===== config.mk =====
export PLATFORM = sky130hd
export DESIGN_NAME = transport_reassembly_receiver_unit
export DESIGN_NICKNAME = d
export VERILOG_FILES = /design/src/hdl/trr_pkg.sv /design/src/hdl/transport_reassembly_receiver_unit.sv
export SDC_FILE = /design/constraint.sdc
export NUM_CORES = 1
export LEC_CHECK = 0
export ABC_AREA = 0
export BUFFER_PORTS_ARGS = -buffer_cell sky130_fd_sc_hd__buf_2
export CORE_MARGIN = 3
export CORE_UTILIZATION = 30
export CTS_CLUSTER_SIZE = 8
export DETAILED_ROUTE_END_ITERATION = 10
export PLACE_DENSITY_LB_ADDON = 0.15
export SYNTH_ARGS = -nofsm -noshare
export SYNTH_HDL_FRONTEND = slang
export SYNTH_SLANG_ARGS = --single-unit
export TNS_END_PERCENT = 100

===== constraint.sdc =====
create_clock -name clk -period 4.36 [get_ports clk]
set_clock_uncertainty 0.2 [all_clocks]
set_input_delay 0.872 -clock clk [delete_from_list [all_inputs] [get_ports clk]]
set_output_delay 0.872 -clock clk [all_outputs]
set_load 0.05 [all_outputs]

===== src/hdl/trr_pkg.sv =====
// package for the transport reassembly receiver
// holds the item codes, phase type, frame size and the byte mask helper
// used by transport_reassembly_receiver_unit, no dependencies
`timescale 1ns / 1ps

package trr_pkg;

  localparam int FrameBytes = 8;
  localparam int CountW     = 4;
  localparam int ByteW      = 8;
  localparam int PayloadW   = 64;

  localparam int InDataW  = 80;
  localparam int OutDataW = 88;

  typedef enum logic [1:0] {
    FUNC_ARM    = 2'd0,
    FUNC_SETUP  = 2'd1,
    FUNC_DATA   = 2'd2,
    FUNC_CANCEL = 2'd3
  } func_t;

  typedef enum logic [1:0] {
    PH_READY = 2'd0,
    PH_SETUP = 2'd1,
    PH_DATA  = 2'd2
  } phase_t;

  localparam logic [1:0] REPLY_NONE = 2'd0;
  localparam logic [1:0] REPLY_ACK  = 2'd1;
  localparam logic [1:0] REPLY_NACK = 2'd2;

  localparam logic [1:0] EV_NONE   = 2'd0;
  localparam logic [1:0] EV_DONE_OK  = 2'd1;
  localparam logic [1:0] EV_DONE_BAD = 2'd2;

  // keep the low n bytes of a frame
  function automatic logic [PayloadW-1:0] byte_mask(input logic [CountW-1:0] n);
    logic [PayloadW-1:0] m;
    m = '0;
    for (int i = 0; i < FrameBytes; i++) begin
      if (CountW'(i) < n) m[i*ByteW +: ByteW] = '1;
    end
    return m;
  endfunction

endpackage


===== src/hdl/transport_reassembly_receiver_unit.sv =====
// transport reassembly receiver: checks arm, setup and data items, handles cancel items and
// emits one result per item; depends on trr_pkg
`timescale 1ns / 1ps
//
// channel | dir | tdata                                  | tuser
// s_*     | in  | arm_size, buffer_present, notify_enable,| func
//         |     | frame_present, frame_len, frame_bytes   |
// m_*     | out | arm_status, reply, write_count,         | -
//         |     | write_offset, write_bytes, event_res,   |
//         |     | phase_now                               |
//
// one item per cycle sustained while m_tready holds; the path from accept to result is
// the input register, then the result register after the check logic
// the transaction state is updated when an item moves to the result register
// a stalled result holds the pipe; s_tready drops only when both stages are full
// rst clears the valid flags and the transaction state

module transport_reassembly_receiver_unit (
  input  logic                        clk,
  input  logic                        rst,
  input  logic                        s_tvalid,
  output logic                        s_tready,
  // [7:0] arm_size, [8] buffer_present, [9] notify_enable, [10] frame_present,
  // [14:11] frame_len, [78:15] frame_bytes, [79] zero
  input  logic [trr_pkg::InDataW-1:0] s_tdata,
  // [1:0] func
  input  logic [1:0]                  s_tuser,
  output logic                        m_tvalid,
  input  logic                        m_tready,
  // [0] arm_status, [2:1] reply, [6:3] write_count, [14:7] write_offset,
  // [78:15] write_bytes, [80:79] event_res, [82:81] phase_now, [87:83] zero
  output logic [trr_pkg::OutDataW-1:0] m_tdata
);
  import trr_pkg::*;

  // input register
  logic                   in_valid;
  func_t                  in_func;
  logic [ByteW-1:0]       in_arm_size;
  logic                   in_buffer_present;
  logic                   in_notify_enable;
  logic                   in_frame_present;
  logic [CountW-1:0]      in_frame_len;
  logic [PayloadW-1:0]    in_frame_bytes;

  // transaction state
  phase_t                 phase, phase_next;
  logic [ByteW-1:0]       bytes_left, bytes_left_next;
  logic [ByteW-1:0]       write_position, write_position_next;
  logic                   notify_flag, notify_flag_next;

  // result register
  logic                   out_valid;
  logic [OutDataW-1:0]    out_data, out_data_next;

  logic                   advance;
  logic [CountW-1:0]      expect_len;
  logic                   arm_status;
  logic [1:0]             reply;
  logic [CountW-1:0]      wcount;
  logic [ByteW-1:0]       woff;
  logic [PayloadW-1:0]    wbytes;
  logic [1:0]             ev;
  logic                   abort_tx;

  assign advance  = !out_valid || m_tready;
  assign s_tready = !in_valid || advance;
  assign m_tvalid = out_valid;
  assign m_tdata  = out_data;

  always_ff @(posedge clk) begin
    if (rst) begin
      in_valid <= 1'b0;
    end else if (s_tready) begin
      in_valid <= s_tvalid;
    end
    if (s_tready && s_tvalid) begin
      in_func           <= func_t'(s_tuser);
      in_arm_size       <= s_tdata[7:0];
      in_buffer_present <= s_tdata[8];
      in_notify_enable  <= s_tdata[9];
      in_frame_present  <= s_tdata[10];
      in_frame_len      <= s_tdata[14:11];
      in_frame_bytes    <= s_tdata[78:15];
    end
  end

  assign expect_len = (bytes_left >= ByteW'(FrameBytes)) ? CountW'(FrameBytes)
                                                         : bytes_left[CountW-1:0];

  always_comb begin
    phase_next          = phase;
    bytes_left_next     = bytes_left;
    write_position_next = write_position;
    notify_flag_next    = notify_flag;
    arm_status = 1'b0;
    reply      = REPLY_NONE;
    wcount     = '0;
    woff       = '0;
    wbytes     = '0;
    ev         = EV_NONE;
    abort_tx   = 1'b0;

    unique case (in_func)
      FUNC_ARM: begin
        if (phase != PH_READY || !in_buffer_present ||
            in_arm_size <= ByteW'(FrameBytes)) begin
          arm_status = 1'b1;
        end else begin
          phase_next          = PH_SETUP;
          bytes_left_next     = in_arm_size;
          write_position_next = '0;
          notify_flag_next    = in_notify_enable;
        end
      end
      FUNC_SETUP: begin
        if (phase != PH_SETUP || !in_frame_present || in_frame_len == '0 ||
            bytes_left != in_frame_bytes[ByteW-1:0]) begin
          abort_tx = 1'b1;
        end else begin
          phase_next = PH_DATA;
          reply      = REPLY_ACK;
        end
      end
      FUNC_DATA: begin
        if (phase != PH_DATA || !in_frame_present || in_frame_len != expect_len) begin
          abort_tx = 1'b1;
        end else begin
          reply               = REPLY_ACK;
          wcount              = expect_len;
          woff                = write_position;
          wbytes              = in_frame_bytes & byte_mask(expect_len);
          bytes_left_next     = bytes_left - {4'b0, expect_len};
          write_position_next = write_position + {4'b0, expect_len};
          // last frame closes the transaction
          if (bytes_left_next == '0) begin
            if (notify_flag) ev = EV_DONE_OK;
            phase_next          = PH_READY;
            bytes_left_next     = '0;
            write_position_next = '0;
            notify_flag_next    = 1'b0;
          end
        end
      end
      FUNC_CANCEL: begin
        phase_next          = PH_READY;
        bytes_left_next     = '0;
        write_position_next = '0;
        notify_flag_next    = 1'b0;
      end
      default: begin
        phase_next = phase;
      end
    endcase

    if (abort_tx) begin
      reply = REPLY_NACK;
      if (notify_flag) ev = EV_DONE_BAD;
      phase_next          = PH_READY;
      bytes_left_next     = '0;
      write_position_next = '0;
      notify_flag_next    = 1'b0;
    end

    out_data_next = {5'b0, phase_next, ev, wbytes, woff, wcount, reply, arm_status};
  end

  always_ff @(posedge clk) begin
    if (rst) begin
      out_valid      <= 1'b0;
      phase          <= PH_READY;
      bytes_left     <= '0;
      write_position <= '0;
      notify_flag    <= 1'b0;
    end else if (advance) begin
      out_valid <= in_valid;
      if (in_valid) begin
        phase          <= phase_next;
        bytes_left     <= bytes_left_next;
        write_position <= write_position_next;
        notify_flag    <= notify_flag_next;
      end
    end
    if (advance && in_valid) begin
      out_data <= out_data_next;
    end
  end

  // data phase always has bytes still to come
  a_data_has_left: assert property (@(posedge clk) disable iff (rst)
    phase == PH_DATA |-> bytes_left != '0)
    else $error("data phase with no bytes left");

  // a done event leaves the block ready
  a_done_ready: assert property (@(posedge clk) disable iff (rst)
    out_valid && out_data[80:79] != EV_NONE |-> out_data[82:81] == PH_READY)
    else $error("completion event without return to ready");

  // buffer writes come only with an ack
  a_write_ack: assert property (@(posedge clk) disable iff (rst)
    out_valid && out_data[6:3] != '0 |-> out_data[2:1] == REPLY_ACK)
    else $error("buffer write without ack");

  // the setup phase is entered only by an accepted arm
  a_setup_from_arm: assert property (@(posedge clk) disable iff (rst)
    $rose(phase == PH_SETUP) |-> $past(in_func) == FUNC_ARM)
    else $error("setup phase entered without arm");

  a_reset_idle: assert property (@(posedge clk)
    rst |=> !out_valid && !in_valid)
    else $error("valid flags not cleared by reset");

endmodule

==> summary.txt <==
Clock network
  • Clk root buf: clkbuf_16
  • Num CTS Buffers: 17
  • Post_cts resized: 0
  • CTS clk-pin slew, worst paths: 0.07 ns
  • TritonCTS clock tree: done
  • Post-CTS setup buffer count: 0
  • Clk_lat worst skew: 0.43 ns
  • Hold buffers post-CTS: 0
  • CTS sink cnt: 185
  • CTS max path bufs: 2
  • H-tree Lvls: 4

Yosys
  • Post-synth EDFFs: 164
  • Mux cell area share after synthesis: 0.441%
  • Post-Syn Instances: 525
  • Synth Flop Type: edfxtp_1
  • Synth Area in Compound Gates: 6.64%
  • Flops & latches, synth: 185
  • Sequential-to-total area share from yosys stat: 72.4%
  • Post-Synth Adder-Cell Area: 1.80%
  • Syn Std Cell Area: 7380 sq um
  • Post-synthesis simple-gate area fraction: 14.0%
  • Combinational family with the most area after synthesis: simple AND/OR/NAND/NOR gates
  • Xor and xnor area share after synthesis: 1.66%
  • Ys Warns: 0
  • Post-synth ARST share: 0%
  • Syn Area/Cell: 14.1 sq um
  • Yosys cell types: 60

STA
  • Worst slew margin: 51.8%
  • Final period util: 86.2%
  • Hold WS: 0.283 ns
  • RSZ-0062 raised after global routing: no
  • Final Max Tran Viols: 0
  • Fmax: 266 MHz
  • Tmin final: 3.76 ns
  • Final setup fails: 0
  • TNS Setup: 0 ns
  • Slew @ Worst Pin: 0.723 ns
  • Final hold vios: 0

Route
  • Initial DRT Pass Iterations: 4
  • Vias per inst: 4.56
  • Remaining DRCs: 0
  • Avg WL per Cell: 16.6 um
  • Vias: 4,709
  • DR iter-0 viols: 354
  • DRT Wirelength: 17.1 mm
  • Remaining antenna violation count after routing: 0

Power and ir drop
  • Power per cell area: 438 nW/um^2
  • Tot Pwr: 4.04 mW
  • Leakage power: 3.68 nW
  • Max VDD drop: 199 uV

Global routing
  • Largest net degree at the start of global routing: 47
  • Gr ovfl total: 0
  • First-pass GRT wire length: 26.7 mm
  • Total GRT Usage: 13.1%
  • Initial antenna violation count: 0
  • Vias in the first global route: 4,911

Critical path
  • Critical Path Fanout Max: 11
  • Critical path launch point type: flip-flop
  • Critical path arrival: 3.86 ns
  • Worst R2R Path Depth: 7
  • Worst Path Required: 4.46 ns
  • CP Class: reg2reg
  • CP Capture Type: flip-flop

Layout
  • Synthesis-to-layout area growth: 24.9%
  • ANT cells: 0
  • Fillcell total: 2,319
  • Final-stage net count: 796
  • Utilization after layout: 38.7%
  • Final non-filler cell total: 1,032
  • Layout cells sized above 1: 31.0%

Place
  • HPWL Detailed: 12.0 mm
  • # port buffers: 169
  • GP Congestion: 0.798
  • Placed Instances: 1,000

Floorplanning
  • Die Y: 163 um
  • Core area: 23,800 sq um
  • Die X: 163 um
  • Initial Util: 31.0%
  • Ports: 176
  • Die ar.: 26,500 sq um
  • FP Rows: 56

Flow run
  • MaxCap Viol Count: 0

Min path
  • Hold path cells: 2
  • Hold Crit Class: reg2reg

Outcome
  • Status: completed
==> per-layer routing <==
metal | GRT usage, % | routed length, um | up-vias
met3 | 3.59 | 1000 | 19
met2 | 21.1 | 8120 | 170
met1 | 17.3 | 7700 | 2252
li1 | - | - | 2268
met5 | 0 | 0 | -
met4 | 3.96 | 281 | 0
==> critical path, stage by stage, from the launching register on <==
cell and delay, ns:
dfxtp_1 0.43, or3_1 0.54, or4_4 0.55, and3_1 0.27, nor2_1 0.40, nand2_1 0.43
a21oi_1 0.60, and2_1 0.21
==> logic make-up (layout without fill, tap and decap cells) <==
family / count (synthesis) / in the layout
simple gates: 188 / 188
compound gates: 75 / 75
buf+inv: 49 / 232
fa+ha+maj: 10 / 10
mux: 3 / 3
other cells: 1 / 6
flops: 185 / 185
xor+xnor: 14 / 14
==> state kept, by name, indices dropped and copies added (netlist names), 2 cells and up <==
register	count
in_frame_bytes	64
in_arm_size	8
write_position	8
in_frame_len	4
phase	2
bytes_left	8
in_func	2
m_tdata	83
==> placed cells by master, fill, tap and decap left out, types with 5 or more instances in the layout <==
master,synthesis,routed
nor2_1,32,32
and2_1,41,40
or3_1,7,7
nand2b_1,5,5
xnor2_1,6,6
buf_4,5,9
a211oi_1,5,5
nand3_1,7,7
xor2_1,8,8
buf_2,1,169
edfxtp_1,164,164
ha_1,9,9
dfxtp_1,21,21
nor3_1,6,5
nand2_1,32,32
clkbuf_16,0,17
a21oi_1,33,33
and3_1,29,29
inv_1,22,21
conb_1,1,6
o21ai_0,7,7
==> layout make-up <==
type,instances,area [sq um],share of cell area (%)
Multi-Input combinational cell,296,1840,20.0
Tap cell,319,399,4.33
Clock inverter,15,213,2.31
Clock buffer,17,425,4.61
Inverter,22,83.8,0.909
Timing Repair Buffer,178,913,9.90
Sequential cell,185,5350,58.0
==> metrics by stage <==
stage                     worst slack (ns)  area [sq um]
after floorplan                      0.445          7400
after global placement               0.691          8580
after detailed placement             0.585          8580
after CTS                            0.553          9220
after global routing                 0.312          9220
final                                0.601          9220
==> Yosys cell counts (4+ instances only) <==
cell      count  area (sq um)
edfxtp_1    164          4920
and2_1       41           257
a21oi_1      33           165
nand2_1      32           120
nor2_1       32           120
and3_1       29           181
inv_1        22          82.6
dfxtp_1      21           420
clkbuf_1     18          67.6
ha_1          9           113
xor2_1        8          70.1
nand3_1       7          35.0
o21ai_0       7          35.0
or3_1         7          43.8
nor3_1        6          30.0
xnor2_1       6          52.6
a211oi_1      5          37.5
buf_4         5          37.5
nand2b_1      5          31.3
nor3b_1       4          30.0
nor4_1        4          25.0
o31ai_1       4          30.0
or4_1         4          30.0
==> power breakdown <==
group          total [mW]  leakage (nW)  switching, mW  internal (mW)
clock                1.67         0.308          0.699          0.976
sequential           2.04          1.77         0.0299           2.01
combinational       0.326          1.59          0.238         0.0877
total                4.04          3.68          0.967           3.07
==> path summary, 6_finish.rpt <==
path,from,to,slack (ns)
max reg2reg,bytes_left[3],m_tdata[21],0.60
min,write_position[3],write_position[3],0.28
min reg2reg,write_position[3],write_position[3],0.28
max,bytes_left[3],m_tdata[21],0.60
Power figures use the tool's default switching activity.
